## src/rtl/fsa_pkg.sv

```systemverilog
package fsa_pkg;

    // field widths
    localparam int TIME_BITS      = 48;
    localparam int COUNTER_BITS   = 32;
    localparam int COUNT_BITS     = 32;
    localparam int RATE_BITS      = 32;
    localparam int RUN_BITS       = 8;
    localparam int PUSH_BITS      = 4;
    localparam int CFG_INDEX_BITS = 2;
    localparam int CFG_DATA_BITS  = 32;

    // register reset values
    localparam logic [RATE_BITS-1:0] SLOT_RATE_RESET      = 32'd128849;
    localparam logic                 COUNTER_ENABLE_RESET = 1'b1;
    localparam logic [RUN_BITS-1:0]  STUCK_RUN_RESET      = 8'd30;
    localparam logic [PUSH_BITS-1:0] MAX_PUSH_RESET       = 4'd2;

    // action codes
    localparam logic ACTION_SUBMIT = 1'b0;
    localparam logic ACTION_BEGIN  = 1'b1;

    typedef enum logic [1:0] {
        VERDICT_APPEND = 2'd0,
        VERDICT_REPEAT = 2'd1,
        VERDICT_CROWD  = 2'd2,
        VERDICT_BEGIN  = 2'd3
    } fsa_verdict_t;

    typedef enum logic [CFG_INDEX_BITS-1:0] {
        CFG_SLOT_RATE       = 2'd0,
        CFG_COUNTER_ENABLE  = 2'd1,
        CFG_STUCK_RUN_LIMIT = 2'd2,
        CFG_MAX_PUSH        = 2'd3
    } fsa_cfg_index_t;

    typedef struct packed {
        logic                    action;
        logic [TIME_BITS-1:0]    timestamp;
        logic                    counter_present;
        logic [COUNTER_BITS-1:0] counter_value;
    } fsa_in_t;

    typedef struct packed {
        fsa_verdict_t          verdict;
        logic [TIME_BITS-1:0]  slot_index;
        logic                  stuck_flag;
        logic [COUNT_BITS-1:0] submitted_total;
        logic [COUNT_BITS-1:0] dropped_total;
        logic [COUNT_BITS-1:0] rendered_total;
    } fsa_out_t;

    typedef struct packed {
        logic [RATE_BITS-1:0] slot_rate;
        logic                 counter_enable;
        logic [RUN_BITS-1:0]  stuck_run_limit;
        logic [PUSH_BITS-1:0] max_push;
    } fsa_cfg_t;

    // per-transaction sideband carried down the pipeline
    typedef struct packed {
        fsa_verdict_t          verdict;
        logic                  stuck;
        logic [COUNT_BITS-1:0] submitted;
        logic [COUNT_BITS-1:0] rendered;
    } fsa_meta_t;

endpackage

```

## src/rtl/fsa_scale.sv

```systemverilog
module fsa_scale (
    input  logic                           clk,
    input  logic                           rst_n,
    input  logic                           advance,
    input  logic                           s1_valid,
    input  fsa_pkg::fsa_meta_t             s1_meta,
    input  logic [fsa_pkg::TIME_BITS-1:0]  s1_elapsed,
    input  logic [fsa_pkg::RATE_BITS-1:0]  slot_rate,
    output logic                           s3_valid,
    output fsa_pkg::fsa_meta_t             s3_meta,
    output logic [fsa_pkg::TIME_BITS-1:0]  s3_slot
);
    import fsa_pkg::*;

    localparam int EXT_BITS  = 65;
    localparam int PROD_BITS = 64;
    localparam logic [EXT_BITS-1:0] ROUND_HALF = 65'h0_8000_0000;

    logic [PROD_BITS-1:0] elapsed_ext;
    logic [31:0]          lo_op;
    logic [31:0]          hi_op;
    logic [PROD_BITS-1:0] lo_prod_next;
    logic [PROD_BITS-1:0] hi_prod_full;

    logic                 s2_valid_reg;
    fsa_meta_t            s2_meta_reg;
    logic [PROD_BITS-1:0] lo_prod_reg;
    logic [TIME_BITS-1:0] hi_prod_reg;

    logic [EXT_BITS-1:0]  round_sum;
    logic [32:0]          round_term;
    logic [TIME_BITS-1:0] slot_next;

    logic                 s3_valid_reg;
    fsa_meta_t            s3_meta_reg;
    logic [TIME_BITS-1:0] s3_slot_reg;

    // split the elapsed time into two 32-bit halves
    assign elapsed_ext  = {{(PROD_BITS-TIME_BITS){1'b0}}, s1_elapsed};
    assign lo_op        = elapsed_ext[31:0];
    assign hi_op        = elapsed_ext[63:32];
    assign lo_prod_next = PROD_BITS'(lo_op) * PROD_BITS'(slot_rate);
    assign hi_prod_full = PROD_BITS'(hi_op) * PROD_BITS'(slot_rate);

    // stage 2: partial products
    always_ff @(posedge clk or negedge rst_n)
    begin
        if (!rst_n)
        begin
            s2_valid_reg <= 1'b0;
        end
        else if (advance)
        begin
            s2_valid_reg <= s1_valid;
        end
    end

    always_ff @(posedge clk)
    begin
        if (advance)
        begin
            s2_meta_reg <= s1_meta;
            lo_prod_reg <= lo_prod_next;
            hi_prod_reg <= hi_prod_full[TIME_BITS-1:0];
        end
    end

    // round half up on the low product and merge
    assign round_sum  = {1'b0, lo_prod_reg} + ROUND_HALF;
    assign round_term = round_sum[64:32];
    assign slot_next  = hi_prod_reg + TIME_BITS'(round_term);

    // stage 3: unresolved slot
    always_ff @(posedge clk or negedge rst_n)
    begin
        if (!rst_n)
        begin
            s3_valid_reg <= 1'b0;
        end
        else if (advance)
        begin
            s3_valid_reg <= s2_valid_reg;
        end
    end

    always_ff @(posedge clk)
    begin
        if (advance)
        begin
            s3_meta_reg <= s2_meta_reg;
            s3_slot_reg <= slot_next;
        end
    end

    assign s3_valid = s3_valid_reg;
    assign s3_meta  = s3_meta_reg;
    assign s3_slot  = s3_slot_reg;

endmodule

```

## config.mk

```make
export PLATFORM = sky130hd
export DESIGN_NAME = fsa_scale
export DESIGN_NICKNAME = d
export VERILOG_FILES = /design/src/rtl/fsa_pkg.sv /design/src/rtl/fsa_scale.sv
export SDC_FILE = /design/constraint.sdc
export NUM_CORES = 2
export LEC_CHECK = 0
export ABC_AREA = 1
export BUFFER_PORTS_ARGS = -buffer_cell sky130_fd_sc_hd__buf_2
export CORE_MARGIN = 1.5
export CORE_UTILIZATION = 34
export DETAILED_ROUTE_END_ITERATION = 7
export GPL_ROUTABILITY_DRIVEN = 0
export GPL_TIMING_DRIVEN = 0
export PLACE_DENSITY = 0.5
export SYNTH_ARGS = -nofsm -noshare
export SYNTH_HDL_FRONTEND = slang
export SYNTH_SLANG_ARGS = --single-unit
```

## constraint.sdc

```tcl
create_clock -name clk -period 3.1 [get_ports clk]
set_clock_uncertainty 0.05 [all_clocks]
set_input_delay 0.155 -clock clk [delete_from_list [all_inputs] [get_ports clk]]
set_output_delay 0.155 -clock clk [all_outputs]
set_load 0.02 [all_outputs]
```

==> impl_metrics.json <==
{
  "status": "finished with violations",
  "violations": "setup timing",
  "ant_nets": 0,
  "firstDrtPassIters": 8,
  "clock_latency_ns": 0.56,
  "slew_headroom": 0.356,
  "crit_path_max_fanout": 5,
  "syn2layout_area_growth_pct": 30.6,
  "fillers": 18300,
  "cp.required_ns": 3.35,
  "finalSetupViolations": 105,
  "syn_area_um2": 63500,
  "port-buffer-count": 236,
  "clockBufferDepth": 3,
  "min_path_type": "primary input to register",
  "antenna_found_initial": 17,
  "worst_setup_path_end_kind": "register",
  "worstSetupPathType": "primary input to register",
  "die_x_um": 435,
  "fin_crit_sh": 2.01,
  "clk_pin_slew_ns": 0.06,
  "synth-seq-cells": 265,
  "cts_root_buf": "clkbuf_16",
  "syn_inst": 7952,
  "cts_buffers": 27,
  "route.detailed.drc": 0,
  "fp.dieH_um": 435,
  "critPathLaunchType": "primary input",
  "layout-drive-gt1-share": 0.247,
  "worst_pin_slew_ns": 0.967,
  "grt_max_degree": 109,
  "die_area_um2": 189000,
  "tritoncts": "built",
  "dp_hpwl_um": 218000,
  "cp.arrival_ns": 6.48,
  "avgRoutedWirePerCell_um": 23.9,
  "viasPerCell": 4.98,
  "syn_avg_cell_area_um2": 7.99,
  "grt_pass1_vias": 58200,
  "drt-total-wl_um": 267000,
  "drv_cap": 0,
  "fmax_mhz": 161,
  "fp-row-count": 158,
  "yosysUniqueCellTypes": 45,
  "io_pins": 267,
  "grt_pass1_wl_um": 385000,
  "fin_tns_setup_ns": -179.81,
  "rsz0062_at_grt": "true",
  "postLayoutSetupSlackWorst_ns": -3.12,
  "cts.htree.levels": 1,
  "cts.sinks": 265,
  "seq_area_frac_synth": 0.125,
  "layout.nets": 10500,
  "grt-ovfl-total": 0,
  "drt_iter0_markers": 4938,
  "core_um2": 185000,
  "vias": 55600,
  "hold_viol": 0,
  "maxSlewViolCount": 0,
  "ys.warnings.count": 0,
  "start_util": 0.342,
  "syn_nets": 9831,
  "post-route-min-period_ns": 6.22,
  "grt_usage": 0.278
}
[synthesized netlist by cell type, drive strengths merged]
master,n,share of area
nand3,136,0.011
nor4b,1,0.00014
ha,414,0.082
edfxtp,263,0.12
nor3,52,0.0049
nand2,2203,0.13
a21boi,12,0.0015
o2111ai,1,0.00014
buf,52,0.0031
fa,1314,0.41
xnor2,29,0.0040
clkbuf,253,0.015
a31oi,8,0.00079
nand3b,1,0.00012
a21oi,206,0.016
o211ai,1,0.00012
nor4,11,0.0014
nand4,50,0.0050
dfrtp,2,0.00079
o21bai,18,0.0021
xor2,65,0.0090
a21o,12,0.0014
o21ai,137,0.011
nor2,369,0.022
nor3b,1,0.00030
inv,2332,0.14
and3,3,0.00030
and2,1,0.000099
o21a,5,0.00059
[critical path, stage by stage]
cell and delay, ns:
buf_12 0.11, clkbuf_16 0.16, buf_12 0.13, buf_12 0.12
nand2_4 0.04, inv_2 0.03, fa_1 0.48, fa_1 0.51
inv_2 0.12, fa_2 0.46, fa_1 0.53, inv_2 0.05
fa_1 0.58, fa_1 0.44, fa_1 0.52, fa_2 0.55
ha_4 0.37, nand2_4 0.09, nor2_4 0.13, inv_2 0.07
nor2_4 0.12, inv_2 0.07, nor2_1 0.09, o21ai_1 0.09
nand2_2 0.17, nand2_2 0.10, nand3_2 0.08, nand2_2 0.07
[through the flow]
stage	instances	util	instance area, um2	setup WS, ns	hold WS (ns)
after floorplan	7952	-	65100	-2.92	-0.191
after global placement	10700	0.374	69400	-4.72	-0.109
after detailed placement	10700	0.374	69400	-4.71	-0.108
after CTS	11000	0.428	79400	-3.02	0.0988
after global routing	11200	0.447	82900	-3.26	0.109
final	11200	0.447	82900	-3.12	0.0515
[metal layers]
layer | up-vias | GRT usage | wire length (um)
met5 | - | 0 | 33
met4 | 4 | 0.147 | 17800
met3 | 635 | 0.0498 | 23400
met2 | 2715 | 0.453 | 122000
met1 | 28000 | 0.351 | 103000
li1 | 24200 | - | -
[cell usage in the layout, fill, tap and decap left out, types with 20 or more instances in the layout]
cell,instances
ha_4,88
nand2_2,195
buf_2,195
o21ai_2,39
buf_8,38
buf_6,80
nand4_1,49
a21oi_2,67
o21ai_1,34
fa_2,97
fa_1,1217
nand2_1,1919
buf_4,312
a21oi_4,68
ha_1,316
xor2_1,40
a21oi_1,71
nand2_4,76
nor2_1,164
nand3_1,85
dlygate4sd3_1,70
o21ai_0,47
nor2_4,118
inv_2,162
nand3_2,46
clkbuf_4,45
clkbuf_2,20
buf_12,71
nor2_2,87
nor3_1,21
edfxtp_1,263
inv_1,2162
clkbuf_8,47
clkbuf_16,114
[cell type report]
| class | instances | area, um2 | share of cell area |
|---|---|---|---|
| Inverter | 2332 | 8770 | 0.106 |
| Antenna cell | 7 | 17.5 | 0.000211 |
| Tap cell | 2480 | 3100 | 0.0374 |
| Clock inverter | 12 | 128 | 0.00154 |
| Buffer | 303 | 4700 | 0.0566 |
| Sequential cell | 265 | 7950 | 0.0959 |
| Timing Repair Buffer | 673 | 5660 | 0.0683 |
| Clock buffer | 36 | 709 | 0.00856 |
| Multi-Input combinational cell | 5050 | 51900 | 0.626 |
[cells by family (layout without fill, tap and decap cells)]
kind of cell | Yosys count | count (layout) | share of synthesized area
xor gates and xnor gates | 94 | 94 | 0.0130
AOI/OAI and AO/OA | 400 | 400 | 0.0339
buffers and inverters | 2637 | 3356 | 0.156
DFF | 265 | 265 | 0.125
and+or+nand+nor | 2828 | 2828 | 0.176
other | 0 | 7 | 0
adders and majority gates | 1728 | 1728 | 0.496
[path summary, 6_finish.rpt]
kind                            startpoint         endpoint  slack, ns  cells after the start
setup / recovery            s1_elapsed[14]  lo_prod_reg[60]      -3.12                     28
hold / removal                     advance  s2_meta_reg[31]       0.05                      1
setup reg to reg           lo_prod_reg[32]      s3_slot[33]      -0.31                     20
hold reg to reg            s2_meta_reg[34]      s3_meta[34]       0.36                      0
max in group asynchronous            rst_n     s2_valid_reg       2.44                      3
min in group asynchronous            rst_n         s3_valid       0.44                      3
[timing repair]
item,4_1_cts,5_1_grt
endpoints found under the setup margin,110,111
resized for setup,1651,641
hold endpoints to repair,70,0
pin swaps,456,441
cloned,3,2
hold buffers,70,0
buffers inserted,211,151
Power is left out: the tool's default activity adds up to more than one toggle a clock period on the data nets, which glitch-free logic cannot reach.
