===== src/rtl/fsa_pkg.sv =====
package fsa_pkg;

    // field widths
    localparam int TIME_BITS      = 48;
    localparam int COUNTER_BITS   = 32;
    localparam int COUNT_BITS     = 32;
    localparam int RATE_BITS      = 32;
    localparam int RUN_BITS       = 8;
    localparam int PUSH_BITS      = 4;
    localparam int CFG_INDEX_BITS = 2;
    localparam int CFG_DATA_BITS  = 32;

    // register reset values
    localparam logic [RATE_BITS-1:0] SLOT_RATE_RESET      = 32'd128849;
    localparam logic                 COUNTER_ENABLE_RESET = 1'b1;
    localparam logic [RUN_BITS-1:0]  STUCK_RUN_RESET      = 8'd30;
    localparam logic [PUSH_BITS-1:0] MAX_PUSH_RESET       = 4'd2;

    // action codes
    localparam logic ACTION_SUBMIT = 1'b0;
    localparam logic ACTION_BEGIN  = 1'b1;

    typedef enum logic [1:0] {
        VERDICT_APPEND = 2'd0,
        VERDICT_REPEAT = 2'd1,
        VERDICT_CROWD  = 2'd2,
        VERDICT_BEGIN  = 2'd3
    } fsa_verdict_t;

    typedef enum logic [CFG_INDEX_BITS-1:0] {
        CFG_SLOT_RATE       = 2'd0,
        CFG_COUNTER_ENABLE  = 2'd1,
        CFG_STUCK_RUN_LIMIT = 2'd2,
        CFG_MAX_PUSH        = 2'd3
    } fsa_cfg_index_t;

    typedef struct packed {
        logic                    action;
        logic [TIME_BITS-1:0]    timestamp;
        logic                    counter_present;
        logic [COUNTER_BITS-1:0] counter_value;
    } fsa_in_t;

    typedef struct packed {
        fsa_verdict_t          verdict;
        logic [TIME_BITS-1:0]  slot_index;
        logic                  stuck_flag;
        logic [COUNT_BITS-1:0] submitted_total;
        logic [COUNT_BITS-1:0] dropped_total;
        logic [COUNT_BITS-1:0] rendered_total;
    } fsa_out_t;

    typedef struct packed {
        logic [RATE_BITS-1:0] slot_rate;
        logic                 counter_enable;
        logic [RUN_BITS-1:0]  stuck_run_limit;
        logic [PUSH_BITS-1:0] max_push;
    } fsa_cfg_t;

    // per-transaction sideband carried down the pipeline
    typedef struct packed {
        fsa_verdict_t          verdict;
        logic                  stuck;
        logic [COUNT_BITS-1:0] submitted;
        logic [COUNT_BITS-1:0] rendered;
    } fsa_meta_t;

endpackage


===== src/rtl/fsa_place.sv =====
module fsa_place (
    input  logic                           clk,
    input  logic                           rst_n,
    input  logic                           advance,
    input  logic                           s3_valid,
    input  fsa_pkg::fsa_meta_t             s3_meta,
    input  logic [fsa_pkg::TIME_BITS-1:0]  s3_slot,
    input  logic [fsa_pkg::PUSH_BITS-1:0]  max_push,
    output logic                           out_valid,
    output fsa_pkg::fsa_out_t              out_data
);
    import fsa_pkg::*;

    logic                  slot_valid_reg, slot_valid_next;
    logic [TIME_BITS-1:0]  last_slot_reg, last_slot_next;
    logic [COUNT_BITS-1:0] dropped_reg, dropped_next;
    logic                  out_valid_reg;
    fsa_out_t              out_data_reg, out_data_next;

    logic [TIME_BITS:0]    pushed;
    logic [TIME_BITS:0]    push_limit;
    logic [TIME_BITS-1:0]  place;
    logic                  crowd;

    assign pushed     = {1'b0, last_slot_reg} + 1'b1;
    assign push_limit = {1'b0, s3_slot} + (TIME_BITS+1)'(max_push);

    // collision resolution against the last assigned slot
    always_comb
    begin
        slot_valid_next = slot_valid_reg;
        last_slot_next  = last_slot_reg;
        dropped_next    = dropped_reg;
        place           = s3_slot;
        crowd           = 1'b0;
        out_data_next   = '0;
        out_data_next.verdict = s3_meta.verdict;

        case (s3_meta.verdict)
            VERDICT_BEGIN:
            begin
                slot_valid_next = 1'b0;
                last_slot_next  = '0;
                dropped_next    = '0;
            end
            VERDICT_REPEAT:
            begin
                dropped_next = dropped_reg + 1'b1;
            end
            VERDICT_APPEND:
            begin
                if (slot_valid_reg && (s3_slot <= last_slot_reg))
                begin
                    if (pushed > push_limit)
                    begin
                        crowd = 1'b1;
                    end
                    else
                    begin
                        place = pushed[TIME_BITS-1:0];
                    end
                end
                if (crowd)
                begin
                    dropped_next          = dropped_reg + 1'b1;
                    out_data_next.verdict = VERDICT_CROWD;
                end
                else
                begin
                    slot_valid_next          = 1'b1;
                    last_slot_next           = place;
                    out_data_next.slot_index = place;
                end
            end
            default:
            begin
                dropped_next = dropped_reg;
            end
        endcase

        out_data_next.stuck_flag      = s3_meta.stuck;
        out_data_next.submitted_total = s3_meta.submitted;
        out_data_next.dropped_total   = dropped_next;
        out_data_next.rendered_total  = s3_meta.rendered;
    end

    // slot history and drop count
    always_ff @(posedge clk or negedge rst_n)
    begin
        if (!rst_n)
        begin
            slot_valid_reg <= 1'b0;
            last_slot_reg  <= '0;
            dropped_reg    <= '0;
        end
        else if (advance && s3_valid)
        begin
            slot_valid_reg <= slot_valid_next;
            last_slot_reg  <= last_slot_next;
            dropped_reg    <= dropped_next;
        end
    end

    // result register
    always_ff @(posedge clk or negedge rst_n)
    begin
        if (!rst_n)
        begin
            out_valid_reg <= 1'b0;
        end
        else if (advance)
        begin
            out_valid_reg <= s3_valid;
        end
    end

    always_ff @(posedge clk)
    begin
        if (advance)
        begin
            out_data_reg <= out_data_next;
        end
    end

    assign out_valid = out_valid_reg;
    assign out_data  = out_data_reg;

endmodule


===== config.mk =====
export PLATFORM = sky130hd
export DESIGN_NAME = fsa_place
export DESIGN_NICKNAME = d
export VERILOG_FILES = /design/src/rtl/fsa_pkg.sv /design/src/rtl/fsa_place.sv
export SDC_FILE = /design/constraint.sdc
export NUM_CORES = 1
export LEC_CHECK = 0
export BUFFER_PORTS_ARGS = -buffer_cell sky130_fd_sc_hd__buf_2
export CORE_ASPECT_RATIO = 1.75
export CORE_MARGIN = 3
export CORE_UTILIZATION = 55
export DETAILED_ROUTE_END_ITERATION = 10
export GPL_TIMING_DRIVEN = 0
export PLACE_DENSITY = 0.91
export SYNTH_ARGS = -nofsm -noshare
export SYNTH_HDL_FRONTEND = slang
export SYNTH_SLANG_ARGS = --single-unit

===== constraint.sdc =====
create_clock -name clk -period 14.4 [get_ports clk]
set_input_delay 3.6 -clock clk [delete_from_list [all_inputs] [get_ports clk]]
set_output_delay 3.6 -clock clk [all_outputs]
set_load 0.01 [all_outputs]

==> impl_results.md <==
* RSZ-0062 raised after global routing: no
* GPL Wtd Cong at ~0.95
* Final cell utilization of the core at 66.4%
* Post-layout worst setup margin at 4860 ps
* Number of resized instances in the post-cts repair step at 0
* Antenna violations before repair at 0
* CP Cell Sequence: buf_2 -> ha_1 -> fa_1 -> a21o_1 -> a21oi_1 -> nor3_1 -> nor2b_1 -> and2_1 -> nand2b_1 -> nor2_1 -> nand3_1 -> xor2_1 -> ha_1 -> nand4_1 -> nor4_1 -> o21ai_1 -> o21ai_1 -> nor2b_1 -> clkbuf_1 -> o2bb2ai_1
* Global routing usage summed across all routing layers at 28.7%
* Largest delay contributor family on the critical path: simple AND/OR/NAND/NOR gates
* Gate count after technology mapping at ~1.3k
* Area of the placeable core at 0.0246 mm2
* Number of flip-flops under the largest register name at 147
* Post-route minimum period at approximately 9500 ps
* Die Outline Area at 0.0270 mm2
* Fraction of layout instances using a drive strength above 1 at 22.1%
* Number of enable flip-flop cells after synthesis at 147
* Pleak at roughly 6.6 nW
* Crit-path slowest cell: sky130_fd_sc_hd__o21ai_1
* Run status: finished, final reports clean
* Startpoint type of the worst setup path: input port
* Total half-perimeter wirelength after legalization and detailed placement at 30.6 mm
* Synth-to-layout area growth at 18.8%
* Hold_buf cts at 0
* Routed vias at ~12k
* GR Overflow Total at 0
* Total power of the final layout at 1.95 mW
* Worst setup slack for register-to-register paths at 8050 ps
* Setup slack after placement at 4610 ps
* Height of the die at approximately 220 um
* Deepest level of the CTS H-tree at 1
* Seq cells post-synth at roughly 230
* Required time at the worst-slack endpoint at 14840 ps
* Number of global-route vias before repair at 12.1k
* Setup violators final at 0
* Max transition margin at 39.2%
* Worst setup EP type: flop
* Most used DFF post-synth: sky130_fd_sc_hd__edfxtp_1
* Path class of the lowest-slack min-delay path: flop to flop
* Pin count of the biggest net entering global routing at 110
* Detailed router's first-iteration violation count at slightly above 900
* First-pass DRT Iterations at 6
* Warnings, synthesis at 0
* F_max at 105 MHz
* Routed via count divided by cell count at 6.21
* Library cell used as clock root buffer: sky130_fd_sc_hd__clkbuf_16
* CTS tree: yes
* Arrival time at the worst endpoint at 9990 ps
* Post-Syn Area per Cell at 10.5 um2
* Skew final at between 9 and 10 ps
* Count of buffers added by post-CTS timing repair for setup at 0
* Post-synthesis cell type with the largest combined area: sky130_fd_sc_hd__edfxtp_1
* Starting density of the core at 55.9%
* Cell area after synthesis at 0.0138 mm2
* Max-slew violation total from the final report at 0
* Hold Violations, Final at 0
* Total length of routed wires at around 40 mm
* Critical path's largest stage delay at 770 ps
* Yosys top cell area share at 32.1%
* Critical path buffers and inverters at 2
* Post-detailed-route wirelength per cell at 20.7 um
* Number of violations of the max-capacitance limit at 0
* Residual antenna-violating net count after detailed routing at 0
* Count of unique library cells instantiated by Yosys at 68
* DRC violation count after routing at 0
* Proportion of synthesized chip area in sequential cells at 47.0%
* Boundary pin count at ~270
* Final-layout worst hold slack at 490 ps
* Critical path start-end classification: input port to flop
* Most numerous cell types in the synthesized netlist: 147 x sky130_fd_sc_hd__edfxtp_1, 122 x sky130_fd_sc_hd__nor2_1, 103 x sky130_fd_sc_hd__ha_1, 82 x sky130_fd_sc_hd__dfrtp_1, 79 x sky130_fd_sc_hd__o21ai_0
* Most frequent cell after synthesis: sky130_fd_sc_hd__edfxtp_1
* Pwr Density at 119 mW/mm2
* First-pass GRT wire length at 62.5 mm
* Post-Synthesis Net Count at 1544
* Cell types with the largest area share after synthesis: sky130_fd_sc_hd__edfxtp_1 32%, sky130_fd_sc_hd__dfrtp_1 15%, sky130_fd_sc_hd__ha_1 9.4%, sky130_fd_sc_hd__mux2i_1 4.4%, sky130_fd_sc_hd__xnor2_1 3.9%
* Clock network latency to the later pin of the worst-skew pair at 520 ps
* FP Rows at between 70 and 80
* Inserted Clock Buffers at 22
* Number of sinks handled by clock tree synthesis at 229
* Tcrit/Tclk final at 66.3%
* Highest ir drop seen on vdd at 94.7 uV
* Final-stage net count at 1840
* Buffer depth of the longest clock path at 3
* Proportion of synthesized flip-flops having asynchronous set or reset at ~36%
* Biggest fanout along the worst timing path at 10
* Clock-pin transition on the worst setup and hold timing paths at 70 ps
* Diodes inserted at 0
* Worst-Margin Slew at 908 ps
* Final total negative setup slack at 0 ps
* Port Buffer Count at 270
* Die Wd at between 100 and 150 um
-- placed cells by master (no fill, tap or decap), types with 15 or more instances in the layout --
cell type and count:
sky130_fd_sc_hd__o2bb2ai_1 41, sky130_fd_sc_hd__dfrtp_1 82, sky130_fd_sc_hd__o41ai_1 15, sky130_fd_sc_hd__o22ai_1 17, sky130_fd_sc_hd__o21ai_0 79, sky130_fd_sc_hd__nand2_1 73, sky130_fd_sc_hd__o31ai_1 29, sky130_fd_sc_hd__clkbuf_16 25
sky130_fd_sc_hd__nor2_1 122, sky130_fd_sc_hd__xor2_1 29, sky130_fd_sc_hd__ha_1 103, sky130_fd_sc_hd__inv_1 60, sky130_fd_sc_hd__nand4_1 42, sky130_fd_sc_hd__buf_2 285, sky130_fd_sc_hd__nand3_1 63, sky130_fd_sc_hd__nor3_1 26
sky130_fd_sc_hd__xnor2_1 62, sky130_fd_sc_hd__clkbuf_1 40, sky130_fd_sc_hd__and3_1 18, sky130_fd_sc_hd__edfxtp_1 147, sky130_fd_sc_hd__mux2i_1 60, sky130_fd_sc_hd__nor4_1 16, sky130_fd_sc_hd__a21oi_1 53
-- kinds of logic (layout without fill, tap and decap cells) --
kind of cell	Yosys count	count (layout)	synth area share, %
simple gates	411	411	15.1
compound gates	295	295	14.3
flops	229	229	47.0
buf+inv	124	436	3.71
fa+ha+maj	104	104	9.51
xor+xnor	92	92	5.91
mux	62	62	4.53
-- layer usage --
layer	share of wire (%)	global-route usage, %	wire length (um)
met1	34	29.8	13600
met2	53	53.3	21500
met4	6.7	18.5	2690
met3	6.1	3.85	2450
met5	0	0	0
-- path summary, 6_finish.rpt --
kind                                                    start  cells after the start                             to
min in group asynchronous                               rst_n                      1  last_slot_reg[19]$_DFFE_PN0P_
worst min-delay path            last_slot_reg[19]$_DFFE_PN0P_                      1  last_slot_reg[19]$_DFFE_PN0P_
worst max register to register   last_slot_reg[0]$_DFFE_PN0P_                     16  last_slot_reg[38]$_DFFE_PN0P_
worst min register to register  last_slot_reg[19]$_DFFE_PN0P_                      1  last_slot_reg[19]$_DFFE_PN0P_
worst max-delay path                               s3_slot[0]                     20  last_slot_reg[38]$_DFFE_PN0P_
max in group asynchronous                               rst_n                      2    dropped_reg[28]$_DFFE_PN0P_
-- per-stage QoR --
stage | cells | area [um2]
after floorplan | 1317 | 13800
after global placement | 1899 | 15500
after detailed placement | 1901 | 15600
after CTS | 1941 | 16400
after global routing | 1941 | 16400
final | 1941 | 16400
-- layout make-up --
class | count | area (um2)
clock inverter | 10 | 129
tap | 312 | 390
multi-input combinational | 964 | 6790
timing repair buffer | 272 | 1420
clock buffer | 30 | 654
buffer | 64 | 285
sequential | 229 | 6470
inverter | 60 | 225
fill | 1969 | 8270
-- where the power goes --
group | internal (mW) | leakage [nW] | switching [mW]
Clock | 0.361 | 0.372 | 0.264
Combinational | 0.194 | 3.71 | 0.290
Sequential | 0.782 | 2.53 | 0.0567
No activity file was read; power rests on OpenSTA's default activity.
