<file path="config.mk">
export PLATFORM = sky130hd
export DESIGN_NAME = fsa_front
export DESIGN_NICKNAME = d
export VERILOG_FILES = /design/src/rtl/fsa_pkg.sv /design/src/rtl/fsa_front.sv
export SDC_FILE = /design/constraint.sdc
export NUM_CORES = 1
export LEC_CHECK = 0
export BUFFER_PORTS_ARGS = -buffer_cell sky130_fd_sc_hd__buf_2
export CORE_UTILIZATION = 40
export CTS_CLUSTER_SIZE = 28
export DETAILED_ROUTE_END_ITERATION = 6
export PLACE_DENSITY = 0.68
export SLEW_MARGIN = 0
export SYNTH_ARGS = -nofsm -noshare
export SYNTH_HDL_FRONTEND = slang
export SYNTH_SLANG_ARGS = --single-unit
</file>
<file path="constraint.sdc">
create_clock -name clk -period 4.9 [get_ports clk]
set_input_delay 0.245 -clock clk [delete_from_list [all_inputs] [get_ports clk]]
set_output_delay 0.245 -clock clk [all_outputs]
set_load 0.05 [all_outputs]
</file>
<file path="src/rtl/fsa_pkg.sv">
package fsa_pkg;

    // field widths
    localparam int TIME_BITS      = 48;
    localparam int COUNTER_BITS   = 32;
    localparam int COUNT_BITS     = 32;
    localparam int RATE_BITS      = 32;
    localparam int RUN_BITS       = 8;
    localparam int PUSH_BITS      = 4;
    localparam int CFG_INDEX_BITS = 2;
    localparam int CFG_DATA_BITS  = 32;

    // register reset values
    localparam logic [RATE_BITS-1:0] SLOT_RATE_RESET      = 32'd128849;
    localparam logic                 COUNTER_ENABLE_RESET = 1'b1;
    localparam logic [RUN_BITS-1:0]  STUCK_RUN_RESET      = 8'd30;
    localparam logic [PUSH_BITS-1:0] MAX_PUSH_RESET       = 4'd2;

    // action codes
    localparam logic ACTION_SUBMIT = 1'b0;
    localparam logic ACTION_BEGIN  = 1'b1;

    typedef enum logic [1:0] {
        VERDICT_APPEND = 2'd0,
        VERDICT_REPEAT = 2'd1,
        VERDICT_CROWD  = 2'd2,
        VERDICT_BEGIN  = 2'd3
    } fsa_verdict_t;

    typedef enum logic [CFG_INDEX_BITS-1:0] {
        CFG_SLOT_RATE       = 2'd0,
        CFG_COUNTER_ENABLE  = 2'd1,
        CFG_STUCK_RUN_LIMIT = 2'd2,
        CFG_MAX_PUSH        = 2'd3
    } fsa_cfg_index_t;

    typedef struct packed {
        logic                    action;
        logic [TIME_BITS-1:0]    timestamp;
        logic                    counter_present;
        logic [COUNTER_BITS-1:0] counter_value;
    } fsa_in_t;

    typedef struct packed {
        fsa_verdict_t          verdict;
        logic [TIME_BITS-1:0]  slot_index;
        logic                  stuck_flag;
        logic [COUNT_BITS-1:0] submitted_total;
        logic [COUNT_BITS-1:0] dropped_total;
        logic [COUNT_BITS-1:0] rendered_total;
    } fsa_out_t;

    typedef struct packed {
        logic [RATE_BITS-1:0] slot_rate;
        logic                 counter_enable;
        logic [RUN_BITS-1:0]  stuck_run_limit;
        logic [PUSH_BITS-1:0] max_push;
    } fsa_cfg_t;

    // per-transaction sideband carried down the pipeline
    typedef struct packed {
        fsa_verdict_t          verdict;
        logic                  stuck;
        logic [COUNT_BITS-1:0] submitted;
        logic [COUNT_BITS-1:0] rendered;
    } fsa_meta_t;

endpackage

</file>
<file path="src/rtl/fsa_front.sv">
module fsa_front (
    input  logic                           clk,
    input  logic                           rst_n,
    input  logic                           accept,
    input  logic                           advance,
    input  fsa_pkg::fsa_in_t               in_data,
    input  fsa_pkg::fsa_cfg_t              cfg,
    output logic                           s1_valid,
    output fsa_pkg::fsa_meta_t             s1_meta,
    output logic [fsa_pkg::TIME_BITS-1:0]  s1_elapsed
);
    import fsa_pkg::*;

    logic                    started_reg, started_next;
    logic [TIME_BITS-1:0]    start_time_reg, start_time_next;
    logic                    have_prev_reg, have_prev_next;
    logic [COUNTER_BITS-1:0] prev_counter_reg, prev_counter_next;
    logic                    moved_reg, moved_next;
    logic [RUN_BITS-1:0]     run_reg, run_next;
    logic                    stuck_reg, stuck_next;
    logic [COUNT_BITS-1:0]   submitted_reg, submitted_next;
    logic [COUNT_BITS-1:0]   rendered_reg, rendered_next;

    logic                    s1_valid_reg;
    fsa_meta_t               s1_meta_reg, s1_meta_next;
    logic [TIME_BITS-1:0]    s1_elapsed_reg, s1_elapsed_next;

    logic                    present;
    logic                    drop;
    logic [TIME_BITS-1:0]    start_eff;

    // duplicate / stuck tracking and session start
    always_comb
    begin
        started_next      = started_reg;
        start_time_next   = start_time_reg;
        have_prev_next    = have_prev_reg;
        prev_counter_next = prev_counter_reg;
        moved_next        = moved_reg;
        run_next          = run_reg;
        stuck_next        = stuck_reg;
        submitted_next    = submitted_reg;
        rendered_next     = rendered_reg;
        s1_meta_next      = '0;
        s1_elapsed_next   = '0;
        drop              = 1'b0;
        present           = in_data.counter_present & cfg.counter_enable;
        start_eff         = started_reg ? start_time_reg : in_data.timestamp;

        if (in_data.action == ACTION_BEGIN)
        begin
            started_next      = 1'b0;
            start_time_next   = '0;
            have_prev_next    = 1'b0;
            prev_counter_next = '0;
            moved_next        = 1'b0;
            run_next          = '0;
            stuck_next        = 1'b0;
            submitted_next    = '0;
            rendered_next     = '0;
            s1_meta_next.verdict = VERDICT_BEGIN;
        end
        else
        begin
            submitted_next = submitted_reg + 1'b1;
            s1_meta_next.verdict = VERDICT_APPEND;

            // counter compare against the previous kept frame
            if (present && have_prev_reg)
            begin
                if (in_data.counter_value == prev_counter_reg)
                begin
                    if (run_reg != '1)
                    begin
                        run_next = run_reg + 1'b1;
                    end
                    if ((run_next > cfg.stuck_run_limit) && !moved_reg)
                    begin
                        stuck_next = 1'b1;
                    end
                    if (moved_reg)
                    begin
                        drop = 1'b1;
                    end
                end
                else
                begin
                    moved_next    = 1'b1;
                    run_next      = '0;
                    stuck_next    = 1'b0;
                    rendered_next = rendered_reg + 1'b1;
                end
            end

            if (present && !drop)
            begin
                prev_counter_next = in_data.counter_value;
                have_prev_next    = 1'b1;
            end

            // elapsed time since session start, clamped at zero
            if (drop)
            begin
                s1_meta_next.verdict = VERDICT_REPEAT;
            end
            else
            begin
                started_next    = 1'b1;
                start_time_next = start_eff;
                if (in_data.timestamp >= start_eff)
                begin
                    s1_elapsed_next = in_data.timestamp - start_eff;
                end
            end
        end

        s1_meta_next.stuck     = stuck_next;
        s1_meta_next.submitted = submitted_next;
        s1_meta_next.rendered  = rendered_next;
    end

    // session state
    always_ff @(posedge clk or negedge rst_n)
    begin
        if (!rst_n)
        begin
            started_reg      <= 1'b0;
            start_time_reg   <= '0;
            have_prev_reg    <= 1'b0;
            prev_counter_reg <= '0;
            moved_reg        <= 1'b0;
            run_reg          <= '0;
            stuck_reg        <= 1'b0;
            submitted_reg    <= '0;
            rendered_reg     <= '0;
        end
        else if (accept)
        begin
            started_reg      <= started_next;
            start_time_reg   <= start_time_next;
            have_prev_reg    <= have_prev_next;
            prev_counter_reg <= prev_counter_next;
            moved_reg        <= moved_next;
            run_reg          <= run_next;
            stuck_reg        <= stuck_next;
            submitted_reg    <= submitted_next;
            rendered_reg     <= rendered_next;
        end
    end

    // stage 1 valid
    always_ff @(posedge clk or negedge rst_n)
    begin
        if (!rst_n)
        begin
            s1_valid_reg <= 1'b0;
        end
        else if (advance)
        begin
            s1_valid_reg <= accept;
        end
    end

    // stage 1 payload
    always_ff @(posedge clk)
    begin
        if (advance)
        begin
            s1_meta_reg    <= s1_meta_next;
            s1_elapsed_reg <= s1_elapsed_next;
        end
    end

    assign s1_valid   = s1_valid_reg;
    assign s1_meta    = s1_meta_reg;
    assign s1_elapsed = s1_elapsed_reg;

endmodule

</file>
==> out/results.txt <==
The flow ran to the end, and the final reports show no timing, DRC or antenna violations. The tools report the relative max-transition margin as 0.161. For this design the total switching power over the nets is 2.00 mW. After detailed placement, the design holds a cell count of 2164. The placement row count was 71. The number of setup buffers added after CTS is 0. The combinational group share of total power was 0.226. The run gives 2260 as the final cell count without fillers. The final critical-path setup slack was 0.453 ns. The synthesized-area fraction occupied by ao, oa, aoi and oai cells is 0.155, and the count of final setup violators is 0. The clock passes through at most 3 buffers.

The peak clock frequency supported by timing is 225 MHz, and the TritonCTS buffer count is 31. Post-placement worst setup slack: 0.489 ns. The tools report the buffer type at the clock tree root as sky130_fd_sc_hd__clkbuf_16. The most used flip-flop cell after synthesis is sky130_fd_sc_hd__dfrtp_1. The post-CTS clock slew at the launch and capture registers of the worst setup and hold paths is 0.06 ns, and the length of routed met3 wiring is 2170 µm. For the sequential-to-total area share from yosys stat, the log shows 0.481. The number of maximum-capacitance violations was 0. The post-synthesis instance area is 15300 µm². After detailed routing, the number of vias per cell comes to 5.36.

Count of routing violations after the opening detailed-route iteration: 714. Input and output buffers added on the ports amount to 210. The run gives 18200 µm² as the cell area after layout. The critical path data arrival time was 4.76 ns. Counting distinct cell types in the post-synthesis netlist gives 71. Detailed routing inserted a total of 12100 vias. Setup repair after global routing left no endpoint under its margin. By area, the combinational part of the netlist is dominated by compound AO/OA/AOI/OAI gates.

The full die area is 39100 µm². The critical path is of the flip-flop to flip-flop type. Of all nets on the critical path, the largest fanout is 36.

The final clock period utilization by the worst path was 0.908; the number of enable-type register cells in the synthesized netlist was 115. The worst setup path is captured at a flip-flop. After detailed routing, the number of remaining DRC violations is 0.

Total power for the finished layout comes to 6.36 mW. The fraction of synthesis flops using an asynchronous set or reset pin is 0.577. TritonCTS built the clock tree. Data on the critical path is required at its endpoint by 5.21 ns.

In the final routed layout, each cell accounts on average for 16.6 µm. A synthesized cell averages 10.2 µm². The number of synthesized register bits works out to 272. Across the routed clock network, the largest skew measured is 0.0220 ns. IR analysis of the VDD net gives a maximum drop of 0.303 mV. Adder-cell area share of the yosys netlist: 0.0494.

The internal portion of the total power is 4.36 mW. The analysis attributes to cell leakage a power of 8.12 nW. The simple-gate share of the synthesized area was 0.147.

At the end of routability-driven placement, the weighted congestion stood at 0.893. Portion of netlist area occupied by mux cells: 0.0691. The first global-routing pass estimated 59700 µm of wire.

The worst setup path is launched from a flip-flop. Hold violation count in the final report: 0. The number of antenna violations at the first check in global routing was 8; the synthesis-to-finish area growth was 18.9%. The routed wire length was 37400 µm; the core area was 37700 µm². The top cell types in the final layout, fill and taps aside, are 207 x sky130_fd_sc_hd__buf_2, 161 x sky130_fd_sc_hd__nor2_1, 156 x sky130_fd_sc_hd__dfrtp_1, 139 x sky130_fd_sc_hd__nand2_1, 115 x sky130_fd_sc_hd__edfxtp_1. The highest routed metal layer is met5. Final sum of negative setup slack: 0 ns. Once detail routing completed, the nets flagged for antenna violations numbered 0. In the final design database the tool counted 1911 nets. The depth of the CTS H-tree is 1, and the transition time at the pin with the least slew margin is 1.26 ns.

The aggregate global-route resource usage is 0.189. The number of iterations in the first detailed-routing pass is 5, and the post-layout minimum cycle time is 4.45 ns. The tools report the initial core utilization as 0.407. In this run the count of I/O pins placed on the die edge is 247. Entering global routing, the biggest net connects 86 pins.

For the cell area after placement, the log shows 16900 µm². The count of pins over their slew limit is 0, and the cell count after synthesis is 1504. The fraction of final layout cells with drive strength greater than 1 was 0.187; the xor-xnor portion of the synthesized cell area was 0.0691. From left edge to right edge, the die measures 198 µm.

The share of total power in the clock network is 0.361, and the met2 wire length is 18200 µm. For this run the aggregate overflow at the end of global routing stands at 0. The floorplan step set the die height to 198 µm. The library cell used most frequently in the layout, excluding fill and tap cells, is sky130_fd_sc_hd__buf_2.

The source-to-sink clock delay at the later pin of the worst-skew pair came out at 0.58 ns. The clock drives 272 sinks. The via count of the first global-routing pass came out at 11700. The part of the total power dissipated in sequential elements was 0.413; the synthesized netlist net count was 1695. The run gives 26000 µm as the placed wire-length estimate.

The min-delay analysis places its worst path in the category input port to flip-flop. The number of warning messages in the yosys log is 0, and the sum of routed wire segments on met1 is 16100 µm. The fraction of power spent switching nets was 0.314; the flip-flop count of the largest register, all copies and words added was 67. The count of filler cells inserted in the layout was 3467; the power density of the placed cells was 348 nW/µm².
==> cell type report <==
class | instances | area, µm² | area share
inverters | 34 | 128 | 0.00699
well taps | 511 | 639 | 0.0350
diodes | 4 | 10.0 | 0.000549
multi-input cells | 1123 | 7520 | 0.412
flip-flops and latches | 272 | 7380 | 0.405
clock buffers | 40 | 882 | 0.0483
repair buffers | 258 | 1530 | 0.0840
clock inverters | 18 | 148 | 0.00809
==> worst paths after layout <==
| kind | start | end | slack (ns) | cells past startpoint |
|---|---|---|---|---|
| worst max register to register | started_reg | s1_elapsed[37] | 0.45 | 14 |
| max in group asynchronous | rst_n | submitted_reg[27] | 3.65 | 3 |
| worst min register to register | start_time_reg[31] | start_time_reg[31] | 0.48 | 2 |
| worst max-delay path | started_reg | s1_elapsed[37] | 0.45 | 14 |
| worst min-delay path | in_data[64] | start_time_reg[31] | 0.04 | 3 |
| min in group asynchronous | rst_n | start_time_reg[27] | 0.25 | 2 |
==> cell usage after synthesis (34+ instances only) <==
| cell | instances | area, µm² |
|---|---|---|
| sky130_fd_sc_hd__nor2_1 | 161 | 604 |
| sky130_fd_sc_hd__inv_1 | 34 | 128 |
| sky130_fd_sc_hd__a21oi_1 | 73 | 365 |
| sky130_fd_sc_hd__mux2i_1 | 71 | 711 |
| sky130_fd_sc_hd__clkbuf_1 | 46 | 173 |
| sky130_fd_sc_hd__nand2_1 | 139 | 522 |
| sky130_fd_sc_hd__xnor2_1 | 47 | 412 |
| sky130_fd_sc_hd__dfrtp_1 | 157 | 3930 |
| sky130_fd_sc_hd__o21ai_0 | 93 | 465 |
| sky130_fd_sc_hd__ha_1 | 59 | 738 |
| sky130_fd_sc_hd__a22o_1 | 34 | 298 |
| sky130_fd_sc_hd__edfxtp_1 | 115 | 3450 |
| sky130_fd_sc_hd__xor2_1 | 74 | 648 |
| sky130_fd_sc_hd__nand3_1 | 46 | 230 |
==> what timing repair did <==
item                                   CTS  global route
hold buffers                            34             0
resized for setup                        0             0
setup endpoints to repair                0             0
endpoints found under the hold margin  105             0
==> metrics by stage <==
stage | utilization | hold WS [ns]
after global placement | 0.448 | 0.306
after detailed placement | 0.448 | 0.307
after CTS | 0.484 | 0.00109
after floorplan | - | -0.0506
after global routing | 0.484 | 0.0140
final | 0.484 | 0.0350
==> worst max-delay path, stage by stage, from the launching register on <==
cell and delay (ns):
sky130_fd_sc_hd__dfrtp_2 0.89, sky130_fd_sc_hd__buf_4 0.36, sky130_fd_sc_hd__buf_4 0.16, sky130_fd_sc_hd__mux2i_1 0.23, sky130_fd_sc_hd__ha_1 0.35, sky130_fd_sc_hd__and2_1 0.21
sky130_fd_sc_hd__o21ai_0 0.07, sky130_fd_sc_hd__o21a_1 0.17, sky130_fd_sc_hd__o221a_2 0.20, sky130_fd_sc_hd__nand3_2 0.12, sky130_fd_sc_hd__a211oi_2 0.45, sky130_fd_sc_hd__a21oi_1 0.18
sky130_fd_sc_hd__o21ai_4 0.39, sky130_fd_sc_hd__buf_12 0.27, sky130_fd_sc_hd__nor2_1 0.09
==> logic make-up (layout without fill, tap and decap cells) <==
logic type / after synthesis / after routing
compound gates: 354 / 354
xor+xnor: 121 / 121
fa+ha+maj: 60 / 60
buf+inv: 109 / 350
flops: 272 / 272
mux: 102 / 102
other cells: 0 / 4
simple gates: 486 / 486
==> metal layers <==
layer,GRT usage,vias to the layer above
met1,0.236,5783
met3,0.0399,78
met4,0.0583,8
met5,0,-
li1,-,5912
met2,0.325,322
==> power by group through the flow <==
stage | logic (mW) | registers, mW | clock network (mW)
6_report | 1.44 | 2.62 | 2.29
2_1_floorplan | 0.772 | 2.92 | 0
3_3_place_gp | 1.39 | 2.66 | 0
5_1_grt | 1.57 | 2.64 | 2.46
4_1_cts | 1.44 | 2.63 | 2.37
3_5_place_dp | 1.41 | 2.67 | 0
Power figures use the tool's default switching activity.
